--- src/rtl/cma_pkg.sv ---
// Shared types and constants for the constant-modulus adaptive equaliser.
`timescale 1ns / 1ps
`default_nettype none

package cma_pkg;

  typedef struct packed {
    logic signed [15:0] sample_re;
    logic signed [15:0] sample_im;
  } in_t;

  typedef struct packed {
    logic signed [23:0] eq_re;
    logic signed [23:0] eq_im;
    logic [31:0]        err_power;
    logic               diverged;
  } out_t;

  typedef struct packed {
    logic [15:0] modulus_sq;
    logic [23:0] mu;
    logic [15:0] leak_factor;
    logic [31:0] grad_limit;
  } cfg_t;

  typedef struct packed {
    logic               start;
    logic signed [31:0] a;
    logic signed [31:0] b;
    logic [31:0]        limit;
  } clip_req_t;

  typedef struct packed {
    logic               done;
    logic signed [31:0] a;
    logic signed [31:0] b;
  } clip_rsp_t;

  localparam int ADDR_W = 4;

  localparam logic [1:0] REG_MODULUS_SQ  = 2'd0;
  localparam logic [1:0] REG_MU          = 2'd1;
  localparam logic [1:0] REG_LEAK_FACTOR = 2'd2;
  localparam logic [1:0] REG_GRAD_LIMIT  = 2'd3;

  localparam logic [15:0] RST_MODULUS_SQ  = 16'd4096;
  localparam logic [23:0] RST_MU          = 24'd16777;
  localparam logic [15:0] RST_LEAK_FACTOR = 16'd0;
  localparam logic [31:0] RST_GRAD_LIMIT  = 32'd65536000;

  localparam logic signed [23:0] ONE_Q16 = 24'sd65536;
  localparam logic [31:0]        W_CLIP  = 32'd6553600;

endpackage

`default_nettype wire

--- src/rtl/cma_regs.sv ---
// Configuration register file behind the APB-style port.
`timescale 1ns / 1ps
`default_nettype none

module cma_regs (
  input  wire logic                       clk_i,
  input  wire logic                       rst_ni,
  input  wire logic                       psel,
  input  wire logic                       penable,
  input  wire logic                       pwrite,
  input  wire logic [cma_pkg::ADDR_W-1:0] paddr,
  input  wire logic [31:0]                pwdata,
  output logic [31:0]                     prdata,
  output logic                            pready,
  output cma_pkg::cfg_t                   cfg_o
);

  cma_pkg::cfg_t cfg_q;
  logic          wr_en;
  logic [1:0]    idx;

  assign wr_en  = psel && penable && pwrite;
  assign idx    = paddr[3:2];
  assign pready = 1'b1;
  assign cfg_o  = cfg_q;

  always_ff @(posedge clk_i or negedge rst_ni) begin
    if (!rst_ni) begin
      cfg_q.modulus_sq  <= cma_pkg::RST_MODULUS_SQ;
      cfg_q.mu          <= cma_pkg::RST_MU;
      cfg_q.leak_factor <= cma_pkg::RST_LEAK_FACTOR;
      cfg_q.grad_limit  <= cma_pkg::RST_GRAD_LIMIT;
    end else if (wr_en) begin
      case (idx)
        cma_pkg::REG_MODULUS_SQ:  cfg_q.modulus_sq  <= pwdata[15:0];
        cma_pkg::REG_MU:          cfg_q.mu          <= pwdata[23:0];
        cma_pkg::REG_LEAK_FACTOR: cfg_q.leak_factor <= pwdata[15:0];
        cma_pkg::REG_GRAD_LIMIT:  cfg_q.grad_limit  <= pwdata;
        default: ;
      endcase
    end
  end

  always_comb begin
    case (idx)
      cma_pkg::REG_MODULUS_SQ:  prdata = {16'd0, cfg_q.modulus_sq};
      cma_pkg::REG_MU:          prdata = {8'd0, cfg_q.mu};
      cma_pkg::REG_LEAK_FACTOR: prdata = {16'd0, cfg_q.leak_factor};
      cma_pkg::REG_GRAD_LIMIT:  prdata = cfg_q.grad_limit;
      default:                  prdata = '0;
    endcase
  end

endmodule

`default_nettype wire

--- config.mk ---
export PLATFORM = sky130hd
export DESIGN_NAME = cma_regs
export DESIGN_NICKNAME = d
export VERILOG_FILES = /design/src/rtl/cma_pkg.sv /design/src/rtl/cma_regs.sv
export SDC_FILE = /design/constraint.sdc
export NUM_CORES = 1
export LEC_CHECK = 0
export BUFFER_PORTS_ARGS = -buffer_cell sky130_fd_sc_hd__buf_2
export CAP_MARGIN = 25
export CORE_ASPECT_RATIO = 0.7
export CORE_MARGIN = 2
export CORE_UTILIZATION = 52
export DETAILED_ROUTE_END_ITERATION = 10
export PLACE_DENSITY = 0.85
export SLEW_MARGIN = 20
export SYNTH_ARGS = -nofsm -noshare
export SYNTH_HDL_FRONTEND = slang
export SYNTH_SLANG_ARGS = --single-unit
export TNS_END_PERCENT = 10
--- constraint.sdc ---
create_clock -name clk_i -period 2 [get_ports clk_i]
set_input_delay 0.2 -clock clk_i [delete_from_list [all_inputs] [get_ports clk_i]]
set_output_delay 0.2 -clock clk_i [all_outputs]
set_load 0.03 [all_outputs]
# --- Word-level counts from Yosys, hierarchy flattened ---
# Cells that the tools add are included.
totals:
  regBits: 88
  inputBits: 41
  output_inout_bits: 121
  elab_cells: 15
classes:
  n_eq_ne: 3
  mux: 1
  n_reduce_logical: 7
ops:
  columns: ["op", "count"]
  rows:
  - ["one-hot mux 32 bit (4 select lines)", 1]
  - ["AND reduction 2 bit", 4]
  - ["equality test 2 bit, second input constant", 2]
  - ["equality test 2 x 1 -> 1 bit, second input constant", 1]
  - ["logical AND 1 bit", 2]
  - ["zero test 2 bit", 1]

# --- Longest topological paths before layout ---
depth:
  word_depth: 3
  depth_mapped: 5
  ltp_nobuf: 3

# --- Worst setup path after synthesis ---
# OpenSTA, ideal clock, no wires.
synth_timing:
  path_kind: "input port to output port"
  startpoint: "in paddr[2] (netlist bit)"
  endpoint: "out prdata[0]"
  arrival_ns: 1.252
  required_ns: 1.800
  path_slack_ns: 0.548
  stages: 3
  path_buffers: 2
  path_cell_list: "buf_6 > buf_2 > mux4_2"
synth_between:
  elab_chain_cells: 2
  elab_cells_between_ends: 5
  classes_between: "eq/ne: 3; mux: 1; reduce/logical: 1"
synth_lines:
  columns: ["element", "line", "source"]
  rows:
  - ["start, declared", "cma_regs.sv:11", "input wire logic [cma_pkg::ADDR_W-1:0] paddr,"]
  - ["equality test 2 bit (tied with other cells)", "cma_regs.sv:45", "case (idx)"]
  - ["one-hot mux 32 bit (4 select lines) *", "cma_regs.sv:45", null]
  - ["end, declared", "cma_regs.sv:13", "output logic [31:0] prdata,"]
# Every way passes the cells marked *; elsewhere a longest branch is shown, timed or not.

# --- Worst setup path in the final report ---
layout_timing:
  startpoint: "in paddr[2] (netlist bit)"
  endpoint: "out prdata[4]"
# Same word-level chain as after synthesis.

==> flow_summary.toml <==
[setup_path]
crit_start = "paddr[2]"
reg2reg_from = "cfg_o[45]$_DFFE_PN0P_"
path_class = "input pin to primary output"
cp-start-kind = "input pin"
cp.required_ps = 1800
worstPathArrival_ps = 1510
crit_path_end_kind = "primary output"
cp_max_fo = 14

[place]
dp.cells = 492
pre_cts_slack_ps = 269
gp_congestion = 0.751
numPortBuffers = 158
place_hpwl_mm = 6.73

[global_route]
grt_pass1_wl_mm = 14.9
grtUsageTotal_pct = 23.4
grt_max_degree = 38
grt_overflow = 0
grt_pass1_vias = 2854
antenna_found_initial = 0

[floorplanning]
core_sq_um = 7380
io_pins = 162
start_util_pct = 54.3
die-width_um = 109
die_y_um = 77.5
dieArea_sq_um = 8440
num_rows = 26

[power_and_ir_drop]
power_uw = 6390
p_per_area_nw_per_um2 = 1240
irDropWorstVdd_mv = 0.627
leakage_uw = 0.00263

[final_layout]
ff_latch_area_sq_um = 2220
largest_register_ff_count = 88
drive_above_1_share_pct = 74.5
fillCellCount = 543
areaGrowthSynthToFinish_pct = 28.9
antennaDiodeCount = 0
multi_input_area_sq_um = 1680
finalNetCount = 447
fin_cells = 509

[detailed_routing]
met1_length_mm = 4.08
wl_per_cell_um = 18.5
drc_errors = 0
vias = 2727
firstDrtPassIters = 4
route.met3.wl_um = 754
wl_met2_mm = 4.46
dr.max_layer_used = "met4"
drt_iter0_markers = 91
ant_nets = 0
vias_per_cell = 5.36
wl_mm = 9.40

[clock_tree]
clockRootBuffer = "clkbuf_8"
h-tree-depth = 3
clk_pin_slew_ps = 80
clock_path_buffers = 2
cts_sinks = 88
holdBufCountCts = 1
cts_setup_buffers = 0
post_cts_resized = 0
insertion_delay_ps = 350
cts_tree = "built"
numCtsBuffers = 9

[job]
drv_cap = 0

[timing]
hold_ws_ps = 82.2
setup-tns-final_ps = 0
finClkSkew_ps = 0
setup_violations = 0
rsz0062_at_grt = "no"
finalHoldViolations = 0
slew_violations = 0
fin_crit_sh_pct = 85.4
setup_ws_ps = 292
fmax_mhz = 585
fin_crit_ps = 1710

[synth]
yosysSeqAreaShare_pct = 55.3
synth_fp_nets = 281
syn_area_per_cell_sq_um = 16.7
synth_cell_types = 20
yosysWarnings = 0
synthesis.area_sq_um = 4010
syn_inst = 240
synth-seq-cells = 88

[hold_path]
min_from = "pwdata[30]"
min_path_type = "input pin to flop"

[status]
outcome = "finished clean"
[power breakdown]
part           switching [uW]  internal [uW]  total (uW)
combinational            1600            932        2530
sequential                319           2240        2560
clock                     602            705        1310
total                    2520           3870        6390
[worst paths after layout]
kind                       cells after the start               endpoint  slack (ps)
setup / recovery                               4              prdata[4]         290
hold / removal                                 2  cfg_o[30]$_DFFE_PN0P_          80
setup reg to reg                               1  cfg_o[45]$_DFFE_PN0P_        1200
hold reg to reg                                1   cfg_o[3]$_DFFE_PN0P_         530
max in group asynchronous                      3  cfg_o[62]$_DFFE_PN1P_         980
min in group asynchronous                      2  cfg_o[52]$_DFFE_PN0P_         330
[cells in the mapped netlist]
master / number / area, sq um
dfrtp_1: 76 / 1900
or3b_1: 1 / 8.76
dfstp_2: 12 / 315
nor3_2: 1 / 10.0
mux2_2: 68 / 766
nor2b_1: 8 / 50.1
mux4_2: 16 / 360
buf_6: 2 / 22.5
nor2_1: 1 / 3.75
clkbuf_1: 3 / 11.3
nor3b_2: 1 / 12.5
nand2_1: 1 / 3.75
conb_1: 1 / 3.75
mux2i_1: 8 / 80.1
buf_2: 6 / 30.0
buf_12: 2 / 40.0
buf_4: 4 / 30.0
nand3_2: 1 / 10.0
and3_1: 8 / 50.1
mux2_4: 20 / 300
[cell usage in the layout (no fill, tap or decap), drive strengths merged]
master	n
and3	8
nand3	1
clkbuf	11
mux2i	8
mux4	16
bufinv	2
nor3	1
dfrtp	76
nor2	1
nor2b	8
nor3b	1
nand2	1
clkinv	2
clkinvlp	1
conb	1
buf	171
or3b	1
mux2	88
dlygate4sd3	1
dfstp	12
[layout make-up]
cell class                      count  share of cell area [%]
Multi-Input combinational cell    135                    32.5
Timing Repair Buffer              172                    18.2
Sequential cell                    88                    42.9
Clock inverter                      5                    1.57
Tap cell                           98                    2.37
Clock buffer                       11                    2.54
[stage by stage]
| step | area (sq um) | util [%] |
|---|---|---|
| 4_1_cts | 5170 | 70.0 |
| 2_1_floorplan | 4010 | - |
| 6_report | 5170 | 70.0 |
| 3_3_place_gp | 4950 | 67.0 |
| 5_1_grt | 5170 | 70.0 |
| 3_5_place_dp | 4950 | 67.0 |
[critical path, cell delays in order]
cell and delay [ps]:
buf_2 310, buf_4 270, mux4_2 530, buf_2 190
[per-layer routing]
metal,vias to the layer above,track usage (%)
met5,-,0
met4,0,6.79
met3,11,6.47
met2,116,38.1
met1,1389,30.8
li1,1211,-
[kinds of logic (layout without fill, tap and decap cells)]
kind of cell           after synthesis  after routing  synth area share, %
DFF                                 88             88                 55.3
muxes                              112            112                 37.6
buffers and inverters               17            188                 3.34
other                                1              1               0.0935
and+or+nand+nor                     22             22                 3.71
No activity file was read; power rests on OpenSTA's default activity.
