`src/rtl/cma_pkg.sv`:
```
// Shared types and constants for the constant-modulus adaptive equaliser.
`timescale 1ns / 1ps
`default_nettype none

package cma_pkg;

  typedef struct packed {
    logic signed [15:0] sample_re;
    logic signed [15:0] sample_im;
  } in_t;

  typedef struct packed {
    logic signed [23:0] eq_re;
    logic signed [23:0] eq_im;
    logic [31:0]        err_power;
    logic               diverged;
  } out_t;

  typedef struct packed {
    logic [15:0] modulus_sq;
    logic [23:0] mu;
    logic [15:0] leak_factor;
    logic [31:0] grad_limit;
  } cfg_t;

  typedef struct packed {
    logic               start;
    logic signed [31:0] a;
    logic signed [31:0] b;
    logic [31:0]        limit;
  } clip_req_t;

  typedef struct packed {
    logic               done;
    logic signed [31:0] a;
    logic signed [31:0] b;
  } clip_rsp_t;

  localparam int ADDR_W = 4;

  localparam logic [1:0] REG_MODULUS_SQ  = 2'd0;
  localparam logic [1:0] REG_MU          = 2'd1;
  localparam logic [1:0] REG_LEAK_FACTOR = 2'd2;
  localparam logic [1:0] REG_GRAD_LIMIT  = 2'd3;

  localparam logic [15:0] RST_MODULUS_SQ  = 16'd4096;
  localparam logic [23:0] RST_MU          = 24'd16777;
  localparam logic [15:0] RST_LEAK_FACTOR = 16'd0;
  localparam logic [31:0] RST_GRAD_LIMIT  = 32'd65536000;

  localparam logic signed [23:0] ONE_Q16 = 24'sd65536;
  localparam logic [31:0]        W_CLIP  = 32'd6553600;

endpackage

`default_nettype wire

```
`src/rtl/cma_clip.sv`:
```
// Complex magnitude clip unit with an iterative square root and divider.
`timescale 1ns / 1ps
`default_nettype none

module cma_clip (
  input  wire logic               clk_i,
  input  wire logic               rst_ni,
  input  wire cma_pkg::clip_req_t req_i,
  output cma_pkg::clip_rsp_t      rsp_o
);

  typedef enum logic [3:0] {
    S_IDLE, S_SQA, S_SQB, S_SQL, S_ROOT, S_MULA, S_DIVA, S_MULB, S_DIVB
  } state_e;

  state_e             state_q;
  logic [30:0]        ua_q, ub_q;
  logic               neg_a_q, neg_b_q;
  logic [31:0]        lim_q;
  logic [63:0]        acc_q, root_q, bit_q;
  logic [4:0]         cnt_q;
  logic [31:0]        m_q, rem_q, quo_q;
  logic signed [31:0] res_a_q, res_b_q;
  logic               done_q;

  logic [31:0] mul_x, mul_y;
  logic [63:0] prod, rb, root_d;
  logic        root_ge, div_ge;
  logic [32:0] rs;
  logic [31:0] rem_d, quo_d;

  always_comb begin
    mul_x = '0;
    mul_y = '0;
    case (state_q)
      S_SQA: begin
        mul_x = {1'b0, ua_q};
        mul_y = {1'b0, ua_q};
      end
      S_SQB: begin
        mul_x = {1'b0, ub_q};
        mul_y = {1'b0, ub_q};
      end
      S_SQL: begin
        mul_x = lim_q;
        mul_y = lim_q;
      end
      S_MULA: begin
        mul_x = {1'b0, ua_q};
        mul_y = lim_q;
      end
      S_MULB: begin
        mul_x = {1'b0, ub_q};
        mul_y = lim_q;
      end
      default: ;
    endcase
    prod    = 64'(mul_x) * 64'(mul_y);
    rb      = root_q + bit_q;
    root_ge = acc_q >= rb;
    root_d  = root_ge ? (root_q >> 1) + bit_q : root_q >> 1;
    rs      = {rem_q, acc_q[63]};
    div_ge  = rs >= {1'b0, m_q};
    rem_d   = div_ge ? 32'(rs - {1'b0, m_q}) : rs[31:0];
    quo_d   = {quo_q[30:0], div_ge};
  end

  always_ff @(posedge clk_i or negedge rst_ni) begin
    if (!rst_ni) begin
      state_q <= S_IDLE;
      ua_q    <= '0;
      ub_q    <= '0;
      neg_a_q <= 1'b0;
      neg_b_q <= 1'b0;
      lim_q   <= '0;
      acc_q   <= '0;
      root_q  <= '0;
      bit_q   <= '0;
      cnt_q   <= '0;
      m_q     <= '0;
      rem_q   <= '0;
      quo_q   <= '0;
      res_a_q <= '0;
      res_b_q <= '0;
      done_q  <= 1'b0;
    end else begin
      done_q <= 1'b0;
      case (state_q)
        S_IDLE: begin
          if (req_i.start) begin
            ua_q    <= req_i.a[31] ? 31'(-req_i.a) : req_i.a[30:0];
            ub_q    <= req_i.b[31] ? 31'(-req_i.b) : req_i.b[30:0];
            neg_a_q <= req_i.a[31];
            neg_b_q <= req_i.b[31];
            lim_q   <= req_i.limit;
            res_a_q <= req_i.a;
            res_b_q <= req_i.b;
            state_q <= S_SQA;
          end
        end
        S_SQA: begin
          acc_q   <= prod;
          state_q <= S_SQB;
        end
        S_SQB: begin
          acc_q   <= acc_q + prod;
          state_q <= S_SQL;
        end
        S_SQL: begin
          if (acc_q <= prod) begin
            done_q  <= 1'b1;
            state_q <= S_IDLE;
          end else begin
            root_q  <= '0;
            bit_q   <= 64'h4000_0000_0000_0000;
            cnt_q   <= '0;
            state_q <= S_ROOT;
          end
        end
        S_ROOT: begin
          if (root_ge) begin
            acc_q <= acc_q - rb;
          end
          root_q <= root_d;
          bit_q  <= bit_q >> 2;
          cnt_q  <= cnt_q + 5'd1;
          if (cnt_q == 5'd31) begin
            m_q     <= root_d[31:0];
            state_q <= S_MULA;
          end
        end
        S_MULA, S_MULB: begin
          rem_q   <= prod[63:32];
          acc_q   <= {prod[31:0], 32'd0};
          quo_q   <= '0;
          cnt_q   <= '0;
          state_q <= (state_q == S_MULA) ? S_DIVA : S_DIVB;
        end
        S_DIVA, S_DIVB: begin
          rem_q <= rem_d;
          quo_q <= quo_d;
          acc_q <= acc_q << 1;
          cnt_q <= cnt_q + 5'd1;
          if (cnt_q == 5'd31) begin
            if (state_q == S_DIVA) begin
              res_a_q <= neg_a_q ? (32'd0 - quo_d) : quo_d;
              state_q <= S_MULB;
            end else begin
              res_b_q <= neg_b_q ? (32'd0 - quo_d) : quo_d;
              done_q  <= 1'b1;
              state_q <= S_IDLE;
            end
          end
        end
        default: state_q <= S_IDLE;
      endcase
    end
  end

  assign rsp_o = '{done: done_q, a: res_a_q, b: res_b_q};

endmodule

`default_nettype wire

```
`config.mk`:
```
export PLATFORM = sky130hd
export DESIGN_NAME = cma_clip
export DESIGN_NICKNAME = d
export VERILOG_FILES = /design/src/rtl/cma_pkg.sv /design/src/rtl/cma_clip.sv
export SDC_FILE = /design/constraint.sdc
export NUM_CORES = 2
export LEC_CHECK = 0
export BUFFER_PORTS_ARGS = -buffer_cell sky130_fd_sc_hd__buf_2
export CORE_MARGIN = 2
export CORE_UTILIZATION = 60
export DETAILED_ROUTE_END_ITERATION = 16
export GPL_ROUTABILITY_DRIVEN = 0
export PLACE_DENSITY_LB_ADDON = 0.15
export SLEW_MARGIN = 20
export SYNTH_ARGS = -nofsm -noshare
export SYNTH_HDL_FRONTEND = slang
export SYNTH_SLANG_ARGS = --single-unit
export TNS_END_PERCENT = 5
```
`constraint.sdc`:
```
create_clock -name clk_i -period 18.3 [get_ports clk_i]
set_clock_uncertainty 0.1 [all_clocks]
set_input_delay 4.575 -clock clk_i [delete_from_list [all_inputs] [get_ports clk_i]]
set_output_delay 4.575 -clock clk_i [all_outputs]
set_load 0.02 [all_outputs]
```
== Yosys cells after proc, flatten, opt, wreduce, memory -nomap -nowiden ==
Index checks and enable logic that the tools add are counted.

* Flip-flop bits (word level): 457
* Input bits: 99
* Output and inout bits: 65
* Word-level logic and storage cells: 102

* Add/sub/neg operators: 9
* Multiply operators: 1
* $lt $le $gt $ge: 3
* Equality and inequality tests: 16
* Muxes and demuxes: 37
* Reduce and logical (&&, ||, !) cells: 20

{| class="wikitable"
|+ Operators with widths
! kind !! count
|-
| one-hot mux 64 bit (5 select lines) || 1
|-
| two-way mux 32 bit || 9
|-
| two-way mux 64 bit || 4
|-
| one-hot mux 64 bit (2 select lines) || 2
|-
| one-hot mux 32 bit (2 select lines) || 3
|-
| one-hot mux 32 bit (3 select lines) || 2
|-
| adder 64 bit || 2
|-
| adder 63 x 64 -> 64 bit || 1
|-
| greater-or-equal comparator 64 bit || 1
|-
| less-or-equal comparator 64 bit || 1
|-
| multiplier 32 x 32 -> 64 bit || 1
|-
| subtractor 64 bit || 1
|-
| two-way mux 31 bit || 2
|-
| negator 31 bit || 2
|-
| one-hot mux 31 bit (2 select lines) || 1
|-
| greater-or-equal comparator 33 x 32 -> 1 bit || 1
|-
| subtractor 1 x 32 -> 32 bit, first input constant || 1
|-
| subtractor 32 bit || 1
|-
| one-hot mux 4 bit (7 select lines) || 1
|-
| == test 4 x 3 -> 1 bit, second input constant || 4
|-
| two-way mux 4 bit || 4
|-
| one-hot mux 5 bit (3 select lines) || 1
|-
| inequality test 2 bit, second input constant || 7
|-
| AND reduction 2 bit || 5
|-
| other kinds (17) || 28
|}

== Depth between registers and ports, before layout ==
* Depth in word-level cells: 7
* Depth in mapped cells: 55
* Gate-level depth less buffers: 47

== Least setup slack after synthesis ==
No wires, ideal clock.

* Path kind: register to register
* Start point: register state_q[3]
* End point: register root_q[40]
* Library setup time: 118 ps
* Data arrival time: 12,182 ps
* Required time: 18,082 ps
* Path slack: 5,900 ps
* Stages on the path, launching flop included: 51
* Path buffers: 8
* Clock period less this slack: 12,400 ps
* Path through: dfrtp_1 > clkbuf_1 > nor3_1 > nand2b_1 > clkbuf_1 > buf_1 > a22oi_1 > and2_1 > clkbuf_1 > clkbuf_1 > nor2_1 > fa_1 > fa_1 > inv_1 > fa_1 > fa_1 > inv_1 > fa_1 > [... 15 more ...] > xnor2_1 > inv_1 > ha_1 > or3b_1 > nor4b_2 > nand2b_1 > nor4b_2 > o2111ai_1 > and3_1 > o2111ai_1 > a311oi_1 > nand4_1 > a311oi_2 > a21oi_2 > nor2_4 > buf_12 > buf_8 > a21o_1

* Word-level cells in the longest chain between the ends: 7
* Elaborated cells between the ends (all ways): 17
* Classes of those cells: mul: 1; order compare: 1; eq/ne: 7; mux: 3; reduce/logical: 5

{| class="wikitable"
|+ Ends and longest elaborated chain
! item !! RTL line !! text
|-
| start, declared || cma_clip.sv:16 || <nowiki>state_e state_q;</nowiki>
|-
| start signal, assigned || cma_clip.sv:137 || <nowiki>state_q <= (state_q == S_MULA) ? S_DIVA : S_DIVB;</nowiki>
|-
| == test 4 x 3 -> 1 bit, or another cell as far along || cma_clip.sv:35 || <nowiki>case (state_q)</nowiki>
|-
| OR reduction 3 bit (no source line) or OR reduction 2 bit (tied branches) || n/a ||
|-
| one-hot mux 32 bit (3 select lines) || cma_clip.sv:35 ||
|-
| multiplier 32 x 32 -> 64 bit || cma_clip.sv:58 || <nowiki>prod = 64'(mul_x) * 64'(mul_y);</nowiki>
|-
| less-or-equal comparator 64 bit || cma_clip.sv:110 || <nowiki>if (acc_q <= prod) begin</nowiki>
|-
| inequality test 2 bit (no source line) || n/a ||
|-
| AND reduction 2 bit (no source line) || n/a ||
|-
| end signal, assigned || cma_clip.sv:124 || <nowiki>root_q <= root_d;</nowiki>
|-
| end, declared || cma_clip.sv:20 || <nowiki>logic [63:0] acc_q, root_q, bit_q;</nowiki>
|}

Parallel ways exist; a longest one is shown, timed or not.
A chain may end at the register's enable or synchronous reset.

== Worst setup path after layout ==
* Start point: register state_q[0]
* End point: register root_q[12]

Same word-level chain as after synthesis.

==> out/metrics.cfg <==
[synthesis]
yosys_register_bits = 425
avgSynthCellArea_sq_um = 8.27
ys_seq_area_share_pct = 15.4
synthDistinctLibCells = 99
synth.top_cell.area_share_pct = 26.1
synth_edf_count = 0
yosys-top-cells-count = nand2_1, inv_1, fa_1
ys_top_cells_by_area = fa_1, dfrtp_1, ha_1
synth_top_area_cell = fa_1
synth.most_common_cell = nand2_1
syn_area_sq_um = 69000
async_reset_ff_share_pct = 100
syn_nets = 9885
yosysWarnings = 0
syn_inst = 8342
synth_ff_type = dfrtp_1

[clocking]
cts_sinks = 425
htreeDepth = 2
insertion_delay_ns = 0.64
cts_made_buffers = 48
cts_resized = 0
cts-root-buf = clkbuf_16
cts_tree = yes
clkTransAtPathRegs_ns = 0.06
ctsHoldBuffers = 0
clockBufferDepth = 3
cts_setup_buffers = 0

[grt]
grt_pass1_wl_um = 373000
use_met1_pct = 53.1
grt.busiest_layer = met2
grt_remaining_overflow = 0
track_usage_pct = 41.8
grt_pass1_vias = 62200
use_met2_pct = 61.2
grt_max_degree = 130
met3_usage_pct = 14.4
antenna_found_initial = 11

[sta]
grt_setup_unrepaired = no
finalCriticalPeriod_ns = 15.99
setup_viol = 0
fmax_ghz = 0.0625
finalHoldViolations = 0
post-route-period-util_pct = 87.4
slew_headroom_pct = 13.5
maxSlewViolCount = 0
final.setup.tns_ns = 0
tightestPinTransition_ns = 1.29

[placed_design]
portBuffers = 163
hpwl_um = 190000

[floorplan]
dieHeight_um = 343
start_util_pct = 60.4
design.core.area_sq_um = 114000
rows = 124
die_x_um = 343
dieArea_sq_um = 118000
boundaryPins = 164

[critical_path]
crit_slowest_cell = nand2b_1
cpPeakStageDelay_ns = 0.99
worstPathMaxFanout = 51
critPathKind = reg2reg
crit_required_ns = 18.72
start_kind = flip-flop
arrival_ns = 16.41
endpoint_kind = flip-flop

[final_layout]
seq_area_sq_um = 10600
areaGrowthSynthToFinish_pct = 4.99
n_fill_cell = 9924
final_layout_size_suffix_gt1_share_pct = 5.76
fin_nets = 9703
multi_input_area_sq_um = 52800

[job]
cap_viol_max_count = 0

[route]
drc = 0
wl_per_cell_um = 25.4
antenna_left = 0
drtIter0Drc = 7751
routed_wl_um = 247000
first_pass_iters = 14
vias = 63400
post_drt_via_cell_ratio = 6.53

[min_path]
hp-class = reg2reg

[status]
status = completed

[kinds of logic after synthesis]
logic type               count (synthesis)  share of synthesized area, %
multiplexers                            41                         0.602
XOR/XNOR                               422                          5.38
AO/OA/AOI/OAI                         1818                          17.4
flip-flops                             425                          15.4
buffers and inverters                 1507                          8.36
AND/OR/NAND/NOR                       2685                          16.9
adder cells (fa/ha/maj)               1444                          36.0
[routing by layer]
metal  up-vias  share of wire [%]
li1      27200                  -
met1     30900                 36
met2      4120                 42
met3      1191                 14
met4        12                8.1
met5         -              0.033
[area by class of cell]
cell class              count  area share (%)
multi-input cells        6410            72.9
clock inverters            23           0.466
inverters                1007            5.22
flip-flops and latches    425            14.7
diodes                      6          0.0207
well taps                1512            2.61
clock buffers              65            1.90
repair buffers            268            2.25
[final timing paths]
| path | start | endpoint | slack [ns] | cells past startpoint |
|---|---|---|---|---|
| hold / removal | res_a_q[12] | res_a_q[12] | 0.38 | 2 |
| setup reg to reg | state_q[0] | root_q[12] | 2.31 | 48 |
| setup / recovery | state_q[0] | root_q[12] | 2.31 | 48 |
| max in group asynchronous | rst_ni | ua_q[5] | 11.43 | 4 |
| hold reg to reg | res_a_q[12] | res_a_q[12] | 0.38 | 2 |
| min in group asynchronous | rst_ni | root_q[33] | 3.86 | 1 |
[critical path, delay by kind of cell, from the launching register on]
kind | cells | cell delay [ns]
AOI/OAI and AO/OA | 14 | 3.21
DFF | 1 | 0.74
adders and majority gates | 10 | 4.45
xor gates and xnor gates | 1 | 0.19
and+or+nand+nor | 14 | 5.65
buffers and inverters | 9 | 1.42
[placed cells by master (no fill, tap or decap), types with 100 or more instances in the layout]
master   count
buf_4      103
o21ai_0    518
nor2_1     879
xor2_1     239
a21oi_1    373
dfrtp_1    425
buf_2      162
fa_1       899
a22oi_1    100
a21o_1     140
ha_1       545
xnor2_1    178
nand2_1   1161
inv_1     1007
[sequential cells by signal, summed over array words and instances (netlist names)]
signal and flops:
cnt_q 5, m_q 32, neg_b_q 1, root_q 64, bit_q 32, res_a_q 32, quo_q 31, ub_q 31
res_b_q 32, state_q 4, done_q 1, acc_q 64, ua_q 31, lim_q 32, rem_q 32, neg_a_q 1
[stage by stage]
| step | setup slack [ns] | hold WS (ns) | std cells | util [%] | cell area [sq um] |
|---|---|---|---|---|---|
| floorplan | 5.90 | 0.350 | 8342 | - | 69000 |
| global placement | 3.33 | 0.359 | 9622 | 61.9 | 70700 |
| detailed placement | 2.95 | 0.366 | 9622 | 61.9 | 70700 |
| global route | 1.85 | 0.405 | 9711 | 63.4 | 72400 |
| finish | 2.31 | 0.379 | 9716 | 63.4 | 72400 |
| CTS | 2.89 | 0.380 | 9710 | 63.4 | 72400 |
Power is not shown: default switching activity piles up to over one toggle a cycle in this logic, so the estimate is an artifact.
